File: config.mk
export PLATFORM = sky130hd
export DESIGN_NAME = i2c_register_master_unit
export DESIGN_NICKNAME = d
export VERILOG_FILES = /design/src/sv/i2crm_pkg.sv /design/src/sv/i2crm_wbuf.sv /design/src/sv/i2crm_seq.sv /design/src/sv/i2c_register_master_unit.sv
export SDC_FILE = /design/constraint.sdc
export NUM_CORES = 1
export LEC_CHECK = 0
export BUFFER_PORTS_ARGS = -buffer_cell sky130_fd_sc_hd__buf_4
export CORE_MARGIN = 3
export CORE_UTILIZATION = 55
export DETAILED_ROUTE_END_ITERATION = 8
export GPL_ROUTABILITY_DRIVEN = 0
export PLACE_DENSITY_LB_ADDON = 0.12
export SLEW_MARGIN = 10
export SYNTH_ARGS = -nofsm -noshare
export SYNTH_HDL_FRONTEND = slang
export SYNTH_SLANG_ARGS = --single-unit
File: constraint.sdc
create_clock -name clk -period 17.9 [get_ports clk]
set_input_delay 3.58 -clock clk [delete_from_list [all_inputs] [get_ports clk]]
set_output_delay 3.58 -clock clk [all_outputs]
set_load 0.05 [all_outputs]
File: src/sv/i2crm_pkg.sv
// ----------------------------------------------------------------------------
// i2crm_pkg
// Shared types and constants of the tick-driven i2c register master.
// ----------------------------------------------------------------------------
package i2crm_pkg;

    localparam int MAX_BYTES_DEF = 8;

    typedef enum logic [1:0] {
        OP_TICK  = 2'd0,
        OP_WRITE = 2'd1,
        OP_READ  = 2'd2,
        OP_LOAD  = 2'd3
    } op_t;

    typedef enum logic [1:0] {
        KIND_ADDR_W = 2'd0,
        KIND_REG    = 2'd1,
        KIND_DATA   = 2'd2,
        KIND_ADDR_R = 2'd3
    } kind_t;

    typedef enum logic [1:0] {
        ST_OK        = 2'd0,
        ST_NACK_ADDR = 2'd1,
        ST_NACK_REG  = 2'd2,
        ST_NACK_DATA = 2'd3
    } status_t;

    // configuration register indexes
    localparam logic CFG_DEVICE_ADDRESS = 1'b0;
    localparam logic CFG_PHASE_TICKS    = 1'b1;

    localparam logic [6:0]  DEV_ADDR_RST    = 7'd104;
    localparam logic [15:0] PHASE_TICKS_RST = 16'd100;

    typedef enum logic [15:0] {
        PH_IDLE      = 16'h0001,
        PH_START     = 16'h0002,
        PH_TX_LOW    = 16'h0004,
        PH_TX_HIGH   = 16'h0008,
        PH_ACK_LOW   = 16'h0010,
        PH_ACK_HIGH  = 16'h0020,
        PH_RS_LOW    = 16'h0040,
        PH_RS_HIGH   = 16'h0080,
        PH_RS_START  = 16'h0100,
        PH_RX_LOW    = 16'h0200,
        PH_RX_HIGH   = 16'h0400,
        PH_MACK_LOW  = 16'h0800,
        PH_MACK_HIGH = 16'h1000,
        PH_STOP_LOW  = 16'h2000,
        PH_STOP_HIGH = 16'h4000,
        PH_STOP_REL  = 16'h8000
    } phase_t;

    typedef struct packed {
        logic [1:0] operation;
        logic [7:0] register_address;
        logic [3:0] byte_count;
        logic [2:0] buffer_index;
        logic [7:0] write_byte;
        logic       sda_in;
    } item_t;

    typedef struct packed {
        logic       scl_level;
        logic       sda_level;
        logic       busy_res;
        logic [7:0] read_byte;
        logic       read_valid;
        logic       read_last;
        logic       done_res;
        logic [1:0] status;
    } res_t;

endpackage

File: src/sv/i2crm_wbuf.sv
// ----------------------------------------------------------------------------
// i2crm_wbuf
// Write data buffer: one write port, one registered read port with
// write-through when both hit the same entry.
// ----------------------------------------------------------------------------
module i2crm_wbuf
    import i2crm_pkg::*;
#(
    parameter int MAX_BYTES = MAX_BYTES_DEF,
    localparam int IDX_W = (MAX_BYTES > 1) ? $clog2(MAX_BYTES) : 1
)
(
    input  logic             clk,
    input  logic             wr_en,
    input  logic [IDX_W-1:0] wr_addr,
    input  logic [7:0]       wr_data,
    input  logic [IDX_W-1:0] rd_addr,
    output logic [7:0]       rd_data
);

    logic [7:0] mem [MAX_BYTES];
    logic [7:0] rd_data_reg;

    always_ff @(posedge clk)
    begin
        if (wr_en)
        begin
            mem[wr_addr] <= wr_data;
        end
    end

    always_ff @(posedge clk)
    begin
        if (wr_en && (wr_addr == rd_addr))
        begin
            rd_data_reg <= wr_data;
        end
        else
        begin
            rd_data_reg <= mem[rd_addr];
        end
    end

    assign rd_data = rd_data_reg;

endmodule

File: src/sv/i2crm_seq.sv
// ----------------------------------------------------------------------------
// i2crm_seq
// Bus sequencer: holds the transaction state and works out one tick per
// accepted item, giving the bus levels and the per-tick result.
// ----------------------------------------------------------------------------
module i2crm_seq
    import i2crm_pkg::*;
#(
    parameter int MAX_BYTES = MAX_BYTES_DEF
)
(
    input  logic        clk,
    input  logic        rst_n,
    input  logic        step,
    input  item_t       item,
    input  logic [6:0]  device_address,
    input  logic [15:0] phase_ticks,
    output res_t        res
);

    localparam int IDX_W = (MAX_BYTES > 1) ? $clog2(MAX_BYTES) : 1;
    localparam int CNT_W = $clog2(MAX_BYTES + 1);

    phase_t             phase_reg, phase_next;
    logic [15:0]        tc_reg, tc_next;
    logic [3:0]         bitc_reg, bitc_next;
    logic [CNT_W-1:0]   left_reg, left_next;
    logic [7:0]         sh_reg, sh_next;
    logic               is_read_reg, is_read_next;
    logic [7:0]         sreg_reg, sreg_next;
    kind_t              kind_reg, kind_next;
    logic [CNT_W-1:0]   slot_reg, slot_next;
    logic [1:0]         pend_reg, pend_next;

    logic               wr_en;
    logic [IDX_W-1:0]   wr_addr;
    logic [IDX_W-1:0]   rd_addr;
    logic [IDX_W-1:0]   cur_addr;
    logic [7:0]         rd_data;
    logic [7:0]         buf_val;
    logic [15:0]        limit;
    op_t                op;

    assign op      = op_t'(item.operation);
    assign limit   = (phase_ticks == 16'd0) ? 16'd1 : phase_ticks;
    assign wr_addr = IDX_W'(item.buffer_index);
    assign wr_en   = step && (op == OP_LOAD)
                     && ({29'd0, item.buffer_index} < 32'(MAX_BYTES));

    // entry that the next data send will take
    assign cur_addr = (kind_reg == KIND_DATA) ? IDX_W'(slot_reg + CNT_W'(1)) : '0;
    assign rd_addr  = !step ? cur_addr
                    : ((kind_next == KIND_DATA) ? IDX_W'(slot_next + CNT_W'(1)) : '0);
    assign buf_val  = (wr_en && (wr_addr == cur_addr)) ? item.write_byte : rd_data;

    i2crm_wbuf #(
        .MAX_BYTES (MAX_BYTES)
    ) u_wbuf (
        .clk     (clk),
        .wr_en   (wr_en),
        .wr_addr (wr_addr),
        .wr_data (item.write_byte),
        .rd_addr (rd_addr),
        .rd_data (rd_data)
    );

    always_comb
    begin
        phase_t      ph;
        logic        msb;
        logic        nack_lvl;
        logic [15:0] tc_inc;
        logic [7:0]  cnt8;

        phase_next   = phase_reg;
        tc_next      = tc_reg;
        bitc_next    = bitc_reg;
        left_next    = left_reg;
        sh_next      = sh_reg;
        is_read_next = is_read_reg;
        sreg_next    = sreg_reg;
        kind_next    = kind_reg;
        slot_next    = slot_reg;
        pend_next    = pend_reg;
        res          = '0;
        res.scl_level = 1'b1;
        res.sda_level = 1'b1;
        cnt8         = {4'd0, item.byte_count};

        if ((phase_reg == PH_IDLE) && ((op == OP_WRITE) || (op == OP_READ)))
        begin
            if (cnt8 == 8'd0)
            begin
                cnt8 = 8'd1;
            end
            if (cnt8 > 8'(MAX_BYTES))
            begin
                cnt8 = 8'(MAX_BYTES);
            end
            is_read_next = (op == OP_READ);
            sreg_next    = item.register_address;
            left_next    = CNT_W'(cnt8);
            slot_next    = '0;
            pend_next    = ST_OK;
            tc_next      = '0;
            phase_next   = PH_START;
        end

        ph       = phase_next;
        msb      = sh_next[7];
        nack_lvl = (left_next == CNT_W'(1));
        tc_inc   = tc_next + 16'd1;

        if (ph != PH_IDLE)
        begin
            res.busy_res = 1'b1;
            case (ph)
                PH_START, PH_RS_START:
                begin
                    res.scl_level = 1'b1;
                    res.sda_level = 1'b0;
                end
                PH_TX_LOW:
                begin
                    res.scl_level = 1'b0;
                    res.sda_level = msb;
                end
                PH_TX_HIGH:
                begin
                    res.scl_level = 1'b1;
                    res.sda_level = msb;
                end
                PH_ACK_LOW, PH_RS_LOW, PH_RX_LOW:
                begin
                    res.scl_level = 1'b0;
                    res.sda_level = 1'b1;
                end
                PH_MACK_LOW:
                begin
                    res.scl_level = 1'b0;
                    res.sda_level = nack_lvl;
                end
                PH_MACK_HIGH:
                begin
                    res.scl_level = 1'b1;
                    res.sda_level = nack_lvl;
                end
                PH_STOP_LOW:
                begin
                    res.scl_level = 1'b0;
                    res.sda_level = 1'b0;
                end
                PH_STOP_HIGH:
                begin
                    res.scl_level = 1'b1;
                    res.sda_level = 1'b0;
                end
                default:
                begin
                    res.scl_level = 1'b1;
                    res.sda_level = 1'b1;
                end
            endcase

            if (tc_inc >= limit)
            begin
                tc_next = '0;
                case (ph)
                    PH_START:
                    begin
                        sh_next    = {device_address, 1'b0};
                        bitc_next  = '0;
                        kind_next  = KIND_ADDR_W;
                        phase_next = PH_TX_LOW;
                    end
                    PH_TX_LOW:
                    begin
                        phase_next = PH_TX_HIGH;
                    end
                    PH_TX_HIGH:
                    begin
                        sh_next    = {sh_next[6:0], 1'b0};
                        bitc_next  = bitc_next + 4'd1;
                        phase_next = (bitc_next >= 4'd8) ? PH_ACK_LOW : PH_TX_LOW;
                    end
                    PH_ACK_LOW:
                    begin
                        phase_next = PH_ACK_HIGH;
                    end
                    PH_ACK_HIGH:
                    begin
                        if (item.sda_in)
                        begin
                            // released line means the target did not acknowledge
                            case (kind_next)
                                KIND_REG:  pend_next = ST_NACK_REG;
                                KIND_DATA: pend_next = ST_NACK_DATA;
                                default:   pend_next = ST_NACK_ADDR;
                            endcase
                            phase_next = PH_STOP_LOW;
                        end
                        else
                        begin
                            case (kind_next)
                                KIND_ADDR_W:
                                begin
                                    sh_next    = sreg_next;
                                    bitc_next  = '0;
                                    kind_next  = KIND_REG;
                                    phase_next = PH_TX_LOW;
                                end
                                KIND_REG:
                                begin
                                    if (is_read_next)
                                    begin
                                        phase_next = PH_RS_LOW;
                                    end
                                    else
                                    begin
                                        slot_next  = '0;
                                        sh_next    = buf_val;
                                        bitc_next  = '0;
                                        kind_next  = KIND_DATA;
                                        phase_next = PH_TX_LOW;
                                    end
                                end
                                KIND_DATA:
                                begin
                                    if (left_next != '0)
                                    begin
                                        left_next = left_next - CNT_W'(1);
                                    end
                                    slot_next = slot_next + CNT_W'(1);
                                    if ((left_next == '0)
                                        || (slot_next >= CNT_W'(MAX_BYTES)))
                                    begin
                                        pend_next  = ST_OK;
                                        phase_next = PH_STOP_LOW;
                                    end
                                    else
                                    begin
                                        sh_next    = buf_val;
                                        bitc_next  = '0;
                                        phase_next = PH_TX_LOW;
                                    end
                                end
                                default:
                                begin
                                    sh_next    = '0;
                                    bitc_next  = '0;
                                    phase_next = PH_RX_LOW;
                                end
                            endcase
                        end
                    end
                    PH_RS_LOW:
                    begin
                        phase_next = PH_RS_HIGH;
                    end
                    PH_RS_HIGH:
                    begin
                        phase_next = PH_RS_START;
                    end
                    PH_RS_START:
                    begin
                        sh_next    = {device_address, 1'b1};
                        bitc_next  = '0;
                        kind_next  = KIND_ADDR_R;
                        phase_next = PH_TX_LOW;
                    end
                    PH_RX_LOW:
                    begin
                        phase_next = PH_RX_HIGH;
                    end
                    PH_RX_HIGH:
                    begin
                        sh_next   = {sh_next[6:0], item.sda_in};
                        bitc_next = bitc_next + 4'd1;
                        if (bitc_next >= 4'd8)
                        begin
                            res.read_byte  = sh_next;
                            res.read_valid = 1'b1;
                            res.read_last  = nack_lvl;
                            phase_next     = PH_MACK_LOW;
                        end
                        else
                        begin
                            phase_next = PH_RX_LOW;
                        end
                    end
                    PH_MACK_LOW:
                    begin
                        phase_next = PH_MACK_HIGH;
                    end
                    PH_MACK_HIGH:
                    begin
                        if (left_next != '0)
                        begin
                            left_next = left_next - CNT_W'(1);
                        end
                        if (left_next == '0)
                        begin
                            pend_next  = ST_OK;
                            phase_next = PH_STOP_LOW;
                        end
                        else
                        begin
                            sh_next    = '0;
                            bitc_next  = '0;
                            phase_next = PH_RX_LOW;
                        end
                    end
                    PH_STOP_LOW:
                    begin
                        phase_next = PH_STOP_HIGH;
                    end
                    PH_STOP_HIGH:
                    begin
                        phase_next = PH_STOP_REL;
                    end
                    default:
                    begin
                        res.done_res = 1'b1;
                        res.status   = pend_next;
                        phase_next   = PH_IDLE;
                    end
                endcase
            end
            else
            begin
                tc_next = tc_inc;
            end
        end
    end

    always_ff @(posedge clk or negedge rst_n)
    begin
        if (!rst_n)
        begin
            phase_reg   <= PH_IDLE;
            tc_reg      <= '0;
            bitc_reg    <= '0;
            left_reg    <= '0;
            sh_reg      <= '0;
            is_read_reg <= 1'b0;
            sreg_reg    <= '0;
            kind_reg    <= KIND_ADDR_W;
            slot_reg    <= '0;
            pend_reg    <= ST_OK;
        end
        else if (step)
        begin
            phase_reg   <= phase_next;
            tc_reg      <= tc_next;
            bitc_reg    <= bitc_next;
            left_reg    <= left_next;
            sh_reg      <= sh_next;
            is_read_reg <= is_read_next;
            sreg_reg    <= sreg_next;
            kind_reg    <= kind_next;
            slot_reg    <= slot_next;
            pend_reg    <= pend_next;
        end
    end

endmodule

File: src/sv/i2c_register_master_unit.sv
// ----------------------------------------------------------------------------
// i2c_register_master_unit
// Tick-driven i2c master for register writes and register reads.
// ----------------------------------------------------------------------------
// Usage:
// Each input item is one bus tick and carries an operation (tick, start
// write, start read, load a write buffer byte) and the sampled sda level.
// Every item gives exactly one result item: the scl/sda levels for that
// tick, busy, any completed read byte and, at the end, done with status.
// The input channel (in_valid/in_stall) feeds an input register; the item
// is worked out in one pass and lands in the result register. One item is
// taken every cycle while the result channel (out_valid/out_stall) is not
// stalled. While out_stall holds a full result register, the input register
// holds its item and in_stall rises; nothing is dropped. Configuration
// (device_address, phase_ticks) is written on cfg_valid/cfg_ready, ready
// always high. Reset empties both registers, returns the bus to idle with
// both lines released and loads device address 104 and 100 ticks per bus
// phase.
// ----------------------------------------------------------------------------
module i2c_register_master_unit
    import i2crm_pkg::*;
#(
    parameter int MAX_BYTES = MAX_BYTES_DEF
)
(
    input  logic        clk,
    input  logic        rst_n,

    input  logic        in_valid,
    output logic        in_stall,
    input  logic [1:0]  operation,
    input  logic [7:0]  register_address,
    input  logic [3:0]  byte_count,
    input  logic [2:0]  buffer_index,
    input  logic [7:0]  write_byte,
    input  logic        sda_in,

    output logic        out_valid,
    input  logic        out_stall,
    output logic        scl_level,
    output logic        sda_level,
    output logic        busy_res,
    output logic [7:0]  read_byte,
    output logic        read_valid,
    output logic        read_last,
    output logic        done_res,
    output logic [1:0]  status,

    input  logic        cfg_valid,
    output logic        cfg_ready,
    input  logic        cfg_index,
    input  logic [15:0] cfg_data
);

    item_t       in_reg;
    logic        in_valid_reg;
    res_t        res;
    res_t        out_reg;
    logic        out_valid_reg;
    logic        advance;
    logic [6:0]  dev_addr_reg;
    logic [15:0] phase_ticks_reg;

    // the held item moves on when the result register is free or draining
    assign advance  = in_valid_reg && (!out_valid_reg || !out_stall);
    assign in_stall = in_valid_reg && !advance;
    assign cfg_ready = 1'b1;

    always_ff @(posedge clk or negedge rst_n)
    begin
        if (!rst_n)
        begin
            dev_addr_reg    <= DEV_ADDR_RST;
            phase_ticks_reg <= PHASE_TICKS_RST;
        end
        else if (cfg_valid && cfg_ready)
        begin
            case (cfg_index)
                CFG_DEVICE_ADDRESS: dev_addr_reg    <= cfg_data[6:0];
                CFG_PHASE_TICKS:    phase_ticks_reg <= cfg_data;
                default:            dev_addr_reg    <= dev_addr_reg;
            endcase
        end
    end

    always_ff @(posedge clk or negedge rst_n)
    begin
        if (!rst_n)
        begin
            in_valid_reg <= 1'b0;
        end
        else if (!in_stall)
        begin
            in_valid_reg <= in_valid;
        end
    end

    always_ff @(posedge clk)
    begin
        if (in_valid && !in_stall)
        begin
            in_reg.operation        <= operation;
            in_reg.register_address <= register_address;
            in_reg.byte_count       <= byte_count;
            in_reg.buffer_index     <= buffer_index;
            in_reg.write_byte       <= write_byte;
            in_reg.sda_in           <= sda_in;
        end
    end

    i2crm_seq #(
        .MAX_BYTES (MAX_BYTES)
    ) u_seq (
        .clk            (clk),
        .rst_n          (rst_n),
        .step           (advance),
        .item           (in_reg),
        .device_address (dev_addr_reg),
        .phase_ticks    (phase_ticks_reg),
        .res            (res)
    );

    always_ff @(posedge clk or negedge rst_n)
    begin
        if (!rst_n)
        begin
            out_valid_reg <= 1'b0;
        end
        else if (advance)
        begin
            out_valid_reg <= 1'b1;
        end
        else if (!out_stall)
        begin
            out_valid_reg <= 1'b0;
        end
    end

    always_ff @(posedge clk)
    begin
        if (advance)
        begin
            out_reg <= res;
        end
    end

    assign out_valid  = out_valid_reg;
    assign scl_level  = out_reg.scl_level;
    assign sda_level  = out_reg.sda_level;
    assign busy_res   = out_reg.busy_res;
    assign read_byte  = out_reg.read_byte;
    assign read_valid = out_reg.read_valid;
    assign read_last  = out_reg.read_last;
    assign done_res   = out_reg.done_res;
    assign status     = out_reg.status;

endmodule

* Word-level counts from Yosys, hierarchy flattened
Memories as Yosys holds them, arrays and structs flattened. A register that Yosys moved wholly into a read port is not among the register bits. Index checks and enable logic that the tools add are counted. Widths: inputs -> output; s select.
Word-level totals: memories kept 1, word-level logic and storage cells 188, output and inout bits 19, RAM bits 64, input bits 48, flip-flop bits (word level) 132
Operators by class: bitwise operators 3, reductions and logical operators 34, $add $sub $neg 6, magnitude comparators 4, equal/unequal tests 29, muxes and demuxes 83
Memories:
- u_seq.u_wbuf.mem | words 8, bits a word 8, rd ports 1, clocked after memory_dff 1, write ports 1, RTL line i2crm_wbuf.sv:21 | logic [7:0] mem [MAX_BYTES];
Operator list (number):
- $pmux 16 s13 | 1
- $mux 16 | 8
- $mux 4 | 26
- $mux 8 | 7
- $pmux 16 s3 | 1
- $pmux 8 s6 | 1
- $mux 14 | 3
- $pmux 4 s2 | 3
- $pmux 8 s3 | 1
- $mux 2 | 11
- $mux 10 | 2
- $add 16x1->16 const B | 1
- $eq 16x1->1 const B | 1
- $eq 16x10->1 const B | 1
- $eq 16x11->1 const B | 1
- $eq 16x12->1 const B | 1
- $eq 16x13->1 const B | 1
- $eq 16x14->1 const B | 1
- $eq 16x15->1 const B | 1
- $eq 16x2->1 const B | 1
- $eq 16x3->1 const B | 1
- $eq 16x4->1 const B | 1
- $eq 16x5->1 const B | 1
- $eq 16x6->1 const B | 1
- other kinds (44) | 82

* Logic depth before layout (Yosys ltp)
Gate-level depths: netlist (run 1).
depth in word-level cells 22, mapped depth 28, gate-level depth less buffers 23

* Modules after synthesis
Synthesis (run 1) repeated with hierarchy kept, for this count alone.
Unflattened totals: cells, all modules 844, area total of the unflattened synthesis 10204.8 um2
Modules (own cells, without submodules):
- i2crm_seq | area an instance 5300.1 um2, sequential area each 1627.8 um2, cells an instance 633, instances 1
- i2crm_wbuf | area an instance 2591.2 um2, sequential area each 1981.9 um2, cells an instance 109, instances 1
- i2c_register_master_unit | area an instance 2313.5 um2, sequential area each 1894.3 um2, cells an instance 102, instances 1

* Worst setup path after synthesis (run 1)
No wires, ideal clock.
path type input to output, from in out_stall, to out in_stall, path buffers 0, required time 14320 ps, data arrival time 4017 ps, stages on the path 2, slack 10303 ps, cells stage by stage nand3_1 -> inv_1
Between the ends: word-level cells in the longest chain between the ends 5
RTL lines:
- start, declared | RTL line i2c_register_master_unit.sv:39 | input logic out_stall,
- $logic_not 1->1
- $logic_or 1x1->1 | RTL line i2c_register_master_unit.sv:65 | assign advance = in_valid_reg && (!out_valid_reg || !out_stall);
- $logic_and 1x1->1 | RTL line i2c_register_master_unit.sv:65
- $logic_not 1->1
- $logic_and 1x1->1 | RTL line i2c_register_master_unit.sv:66 | assign in_stall = in_valid_reg && !advance;
- end, declared | RTL line i2c_register_master_unit.sv:30 | output logic in_stall,
Every way passes these cells.

* Worst setup path in the final report (run 1)
Ends and elaborated chain as after synthesis.

==> results of run 1 <==
[kinds of logic after synthesis]
| group | share of synthesized area |
|---|---|
| AND/OR/NAND/NOR | 0.145 |
| flip-flops | 0.551 |
| AO/OA/AOI/OAI | 0.111 |
| buffers and inverters | 0.0310 |
| multiplexers | 0.105 |
| adder cells (fa/ha/maj) | 0.0376 |
| XOR/XNOR | 0.0184 |
| other | 0.000376 |
[stage by stage]
stage | hold slack [ns] | cells | total power [mW] | util
2_1_floorplan | 0.445 | 845 | 0.698 | -
3_3_place_gp | 0.471 | 1104 | 0.760 | 0.609
3_5_place_dp | 0.492 | 1104 | 0.771 | 0.609
4_1_cts | 0.511 | 1136 | 1.16 | 0.644
5_1_grt | 0.524 | 1136 | 1.21 | 0.644
6_report | 0.511 | 1136 | 1.16 | 0.644
[cell usage in the layout, fill, tap and decap left out, drive strengths merged, types with 8 or more instances in the layout]
master,synthesis,final
mux2,53,53
nand3,23,23
edfxtp,106,106
nor3b,10,10
nor2,37,37
inv,33,42
dfrtp,83,83
nor4,20,20
nand2,87,87
a21oi,19,19
a31oi,11,11
mux4,16,16
clkbuf,32,17
xor2,9,9
o21ai,58,58
and3,9,9
nor3,17,17
mux2i,8,8
ha,30,30
nand4,11,11
and2,15,15
xnor2,12,12
nand2b,10,10
a22o,11,11
buf,12,78
[final timing paths]
kind	start	end	slack (ns)	depth (start not counted)
worst max-delay path	out_stall	in_stall	10.29	4
worst min-delay path	in_valid_reg	out_valid	0.51	1
worst max register to register	u_seq.phase_reg[12]	u_seq.sh_reg[1]	10.83	18
worst min register to register	in_valid_reg	out_valid	0.51	1
max in group asynchronous	rst_n	u_seq.left_reg[2]	13.74	2
min in group asynchronous	rst_n	phase_ticks_reg[12]	3.04	1
[layer usage]
layer  vias to the layer above  track usage  wire, um
met4                         0       0.0683       308
li1                       3300            -         -
met2                       282        0.370     10800
met3                        29       0.0421      1730
met1                      3539        0.360     10600
met5                         -            0         0
[cell type report]
| class | instances | area share |
|---|---|---|
| Sequential cell | 199 | 0.487 |
| Multi-Input combinational cell | 568 | 0.370 |
| Timing Repair Buffer | 78 | 0.0519 |
| Clock buffer | 17 | 0.0377 |
| Tap cell | 225 | 0.0249 |
| Clock inverter | 15 | 0.0165 |
| Inverter | 34 | 0.0113 |
[power groups by stage]
stage          clock network (mW)  registers [mW]  logic, mW
3_3_place_gp                    0           0.559      0.201
2_1_floorplan                   0           0.555      0.143
5_1_grt                     0.417           0.558      0.236
3_5_place_dp                    0           0.562      0.209
4_1_cts                     0.398           0.552      0.211
6_report                    0.392           0.553      0.213
[critical path, stage by stage]
cell and delay, ns:
buf_4 0.12, nand3_1 0.10, inv_1 0.05, buf_4 0.18
==> flow_summary_export.csv, run 1 <==
group,metric,value,unit
die,num_io_pins,67,
clock_network,cts_root_buffer,"clkbuf_16",
job,maxCapViolCount,0,
outcome,outcome,"completed",
die,die-area,19800,um^2
final_layout,nets,976,
drt,wl_per_cell,20.6,um
pwr,p_leak,4.44,nW
critical_path,worstSetupEndpointType,"output port",
sta,max_freq,0.131,GHz
clock_network,clock_sinks,199,
drt,first_iter_violations,676,
sta,setup_viol,0,
sta,max-slew-margin-rel,0.295,
global_routing,grt_usage,0.242,
drt,vias,7150,
clock_network,clkSlewWorstSetupHoldPaths,0.08,ns
clock_network,clockBufferDepth,2,
sta,hold_viol_final,0,
logic_synthesis,synth_edf_count,106,
clock_network,cts_resized,0,
die,num_rows,48,
sta,worstMarginPinSlew,1.06,ns
pwr,power_frac_comb,0.184,
global_routing,grt_pass1_vias,6985,
logic_synthesis,synth_largest_area_cell,"edfxtp_1",
logic_synthesis,yosysMostFrequentCell,"edfxtp_1",
drt,drc,0,
logic_synthesis,synth_seq_area_share,0.551,
critical_path,cp_max_fo,3,
logic_synthesis,synth_area_leaders,"edfxtp_1, dfrtp_1, mux2_2",
pwr,power_frac_clock,0.338,
logic_synthesis,synth_fp_nets,923,
final_layout,fillers,1336,
logic_synthesis,async_flop_share,0.452,
pwr,p_int,0.795,mW
place,place_ws,10.29,ns
die,start_util,0.569,
final_layout,finalInstanceArea,11300,um^2
final_layout,multi_input_area,4180,um^2
die,die_y,141,um
final_layout,largest_reg_flops,64,
clock_network,cts_tree,"done",
logic_synthesis,netlist_area,9980,um^2
die,chipWidth,141,um
place,post_dp_cell_area,10700,um^2
global_routing,grt_pass1_wl,37800,um
pwr,p_per_area,103,nW/um^2
pwr,p_sw_frac,0.314,
sta,final_max_slew_viol_count,0,
critical_path,worstPathRequired,14.32,ns
sta,min_period,7.61,ns
pwr,pwr-share-seq,0.478,
clock_network,clk_latency,0.45,ns
pwr,ir_worst_vdd,0.120,mV
global_routing,grt_overflow,0,
final_layout,drive_gt1_frac,0.218,
place,portBuffers,65,
logic_synthesis,netlist_instances,845,
logic_synthesis,ys.flop_type,"edfxtp_1",
global_routing,grt_antenna_before_repair,0,
logic_synthesis,synth_area_per_cell,11.8,um^2
clock_network,numCtsBuffers,17,
logic_synthesis,yosysTopAreaCellShare,0.319,
logic_synthesis,synth_common_cells,"edfxtp_1, nand2_1, dfrtp_1",
drt,via_per_inst,6.29,
pwr,p_sw,0.363,mW
logic_synthesis,ys_types,73,
drt,wl,23400,um
drt,first_pass_iters,8,
clock_network,cts_setup_buffers,0,
place,dpl.hpwl,16800,um
sta,fin_ws,10.29,ns
sta,finalSetupTns,0,ns
sta,fin_crit_sh,0.425,
worst_hold_path,hold_class,"reg -> reg",
die,coreArea,17500,um^2
critical_path,worst_ep_arrival_time,4.03,ns
sta,finalClockSkew,0.0124,ns
global_routing,grt_max_degree,63,
logic_synthesis,ys_warn_count,0,
clock_network,htree_num_levels,4,
sta,rsz0062_at_grt,"false",
final_layout,syn2layout_area_growth,13.1,%
final_layout,register_area,5500,um^2
drt,ant_nets,0,
final_layout,diodes,0,
logic_synthesis,synth-seq-cells,199,
critical_path,path_class,"in -> out",
clock_network,holdBufCountCts,0,
critical_path,start_kind,"primary input",
No activity file was read; power rests on OpenSTA's default activity.
==> run 2: changes to the inputs <==
==> constraint.sdc (replaced) <==
create_clock -name clk -period 6.4 [get_ports clk]
set_input_delay 1.28 -clock clk [delete_from_list [all_inputs] [get_ports clk]]
set_output_delay 1.28 -clock clk [all_outputs]
set_load 0.05 [all_outputs]
==> flow_summary_export.csv, run 2 (synthesized netlist as in run 1, its figures left out) <==
group,metric,value,unit
final_layout,drive_gt1_frac,0.227,
die,die_y,141,um
critical_path,ff2ff_path_depth,19,
sta,final_max_slew_viol_count,0,
sta,finalClockSkew,0.0145,ns
final_layout,largest_reg_flops,64,
place,dpl.hpwl,17500,um
critical_path,reg2reg_setup_slack,0.40,ns
final_layout,syn2layout_area_growth,13.9,%
global_routing,grt_pass1_vias,7244,
pwr,p_leak,4.49,nW
drt,first_iter_violations,866,
critical_path,r2r-end,"status[1]",
sta,min_period,6.00,ns
drt,ant_nets,0,
critical_path,cp_cell_sequence,"or4_1 -> nor4_1 -> buf_4 -> nand2_2 -> and2_1 -> ha_1 -> and3_1 -> nand2_1 -> nor3_1 -> and4_1 -> xnor2_1 -> ha_1 -> o2111a_1 -> o2111ai_1 -> o211ai_1 -> nand2_1 -> buf_4 -> nor4_1 -> and2_1",
sta,setup_viol,0,
drt,wl,24300,um
clock_network,cts_setup_buffers,0,
critical_path,rr_startpoint,"u_seq.phase_reg[12]",
die,coreArea,17500,um^2
drt,via_per_inst,6.39,
clock_network,clock_sinks,199,
final_layout,final_common_cell,"edfxtp_1",
drt,first_pass_iters,6,
worst_hold_path,hold_class,"reg -> reg",
clock_network,clkSlewWorstSetupHoldPaths,0.08,ns
clock_network,clk_latency,0.45,ns
die,num_rows,48,
drt,wl_met2,11100,um
sta,rsz0062_at_grt,"false",
critical_path,crit_start,"u_seq.phase_reg[12]",
global_routing,grt_max_degree,61,
drt,highest_layer,"met4",
pwr,ir_worst_vdd,0.223,mV
critical_path,cp_max_fo,10,
global_routing,grt_usage,0.254,
sta,max_freq,0.167,GHz
critical_path,start_kind,"register",
drt,wl_met1,10600,um
pwr,p_per_area,290,nW/um^2
clock_network,htree_num_levels,4,
critical_path,worstPathRequired,6.71,ns
final_layout,nets,983,
sta,max-slew-margin-rel,0.245,
place,portBuffers,65,
critical_path,worst_ep_arrival_time,6.32,ns
global_routing,grt_antenna_before_repair,0,
critical_path,cp-endpoint,"status[1]",
clock_network,holdBufCountCts,0,
critical_path,crit_slowest_cell,"nor4_1",
critical_path,path_class,"reg -> reg",
critical_path,cp.depth,19,
drt,wl_per_cell,21.2,um
die,chipWidth,141,um
critical_path,worstSetupEndpointType,"register",
final_layout,final_util,0.649,
clock_network,cts_resized,0,
die,die-area,19800,um^2
critical_path,cp_top_family,"simple AND/OR/NAND/NOR gates",
sta,worstMarginPinSlew,1.12,ns
clock_network,cts_root_buffer,"clkbuf_16",
drt,drc,0,
critical_path,slowest_delay,0.82,ns
drt,wl_met3,1760,um
die,start_util,0.569,
global_routing,grt_pass1_wl,39500,um
global_routing,grt_overflow,0,
final_layout,diodes,0,
sta,finalSetupTns,0,ns
sta,fin_crit_sh,0.938,
clock_network,cts_tree,"done",
clock_network,numCtsBuffers,17,
clock_network,clockBufferDepth,2,
job,maxCapViolCount,0,
final_layout,layout_common_cells,"edfxtp_1, nand2_1, buf_4",
critical_path,worst-path-buf-inv,2,
die,num_io_pins,67,
final_layout,fillers,1322,
sta,hold_viol_final,0,
outcome,outcome,"completed",
drt,vias,7307,
-- run 2: cell count changes in the layout (fill, tap and decap cells not counted), moves of 2 or more --
cell      change
clkinv_4      -2
nor3b_2       +2
buf_4         +7
inv_12        +4
nor3b_1       -2
-- run 2: report_power, final --
part           switching, mW  internal [mW]
Combinational          0.380          0.240
Sequential            0.0955           1.45
Clock                  0.575          0.551
Total                   1.05           2.24
-- run 2: worst min-delay path by stage --
stage,start,endpoint,slack [ns],cells past startpoint
2_1_floorplan,u_seq.tc_reg[1],u_seq.tc_reg[1],0.44,2
5_1_grt,u_seq.pend_reg[0],u_seq.pend_reg[0],0.53,1
6_report,in_valid_reg,out_valid,0.50,1
3_3_place_gp,u_seq.tc_reg[1],u_seq.tc_reg[1],0.47,2
3_5_place_dp,u_seq.tc_reg[1],u_seq.tc_reg[1],0.47,2
4_1_cts,u_seq.tc_reg[1],u_seq.tc_reg[1],0.49,2
-- run 2: metal layers --
metal | vias up | GRT usage
met3 | 63 | 0.0380
met2 | 333 | 0.389
met5 | - | 0
met1 | 3602 | 0.373
li1 | 3309 | -
met4 | 0 | 0.0954
-- run 2: worst register-to-register path: cells and delay by family, from the launching register on --
family                   cells  cell delay, ns
AND/OR/NAND/NOR             11            3.42
AO/OA/AOI/OAI                3            0.88
adder cells (fa/ha/maj)      2            0.52
flip-flops                   1            0.47
buffers and inverters        2            0.45
XOR/XNOR                     1            0.14
-- run 2: area by class of cell --
cell class                      instances  area, um^2  share of cell area
Clock inverter                         15         206              0.0182
Timing Repair Buffer                   85         638              0.0561
Multi-Input combinational cell        568        4190               0.368
Tap cell                              225         282              0.0248
Inverter                               34         128              0.0112
Sequential cell                       199        5500               0.484
Clock buffer                           17         425              0.0374
-- run 2: through the flow --
| step | setup slack, ns | power [mW] | hold slack [ns] | instance area (um^2) | instances |
|---|---|---|---|---|---|
| final | 0.397 | 3.29 | 0.499 | 11400 | 1143 |
| after global routing | 0.0801 | 3.44 | 0.533 | 11400 | 1143 |
| after CTS | 0.558 | 3.30 | 0.490 | 11400 | 1143 |
| after detailed placement | 0.638 | 2.17 | 0.473 | 10700 | 1111 |
| after global placement | 0.786 | 2.14 | 0.467 | 10700 | 1111 |
| after floorplan | 0.605 | 1.95 | 0.445 | 9980 | 845 |
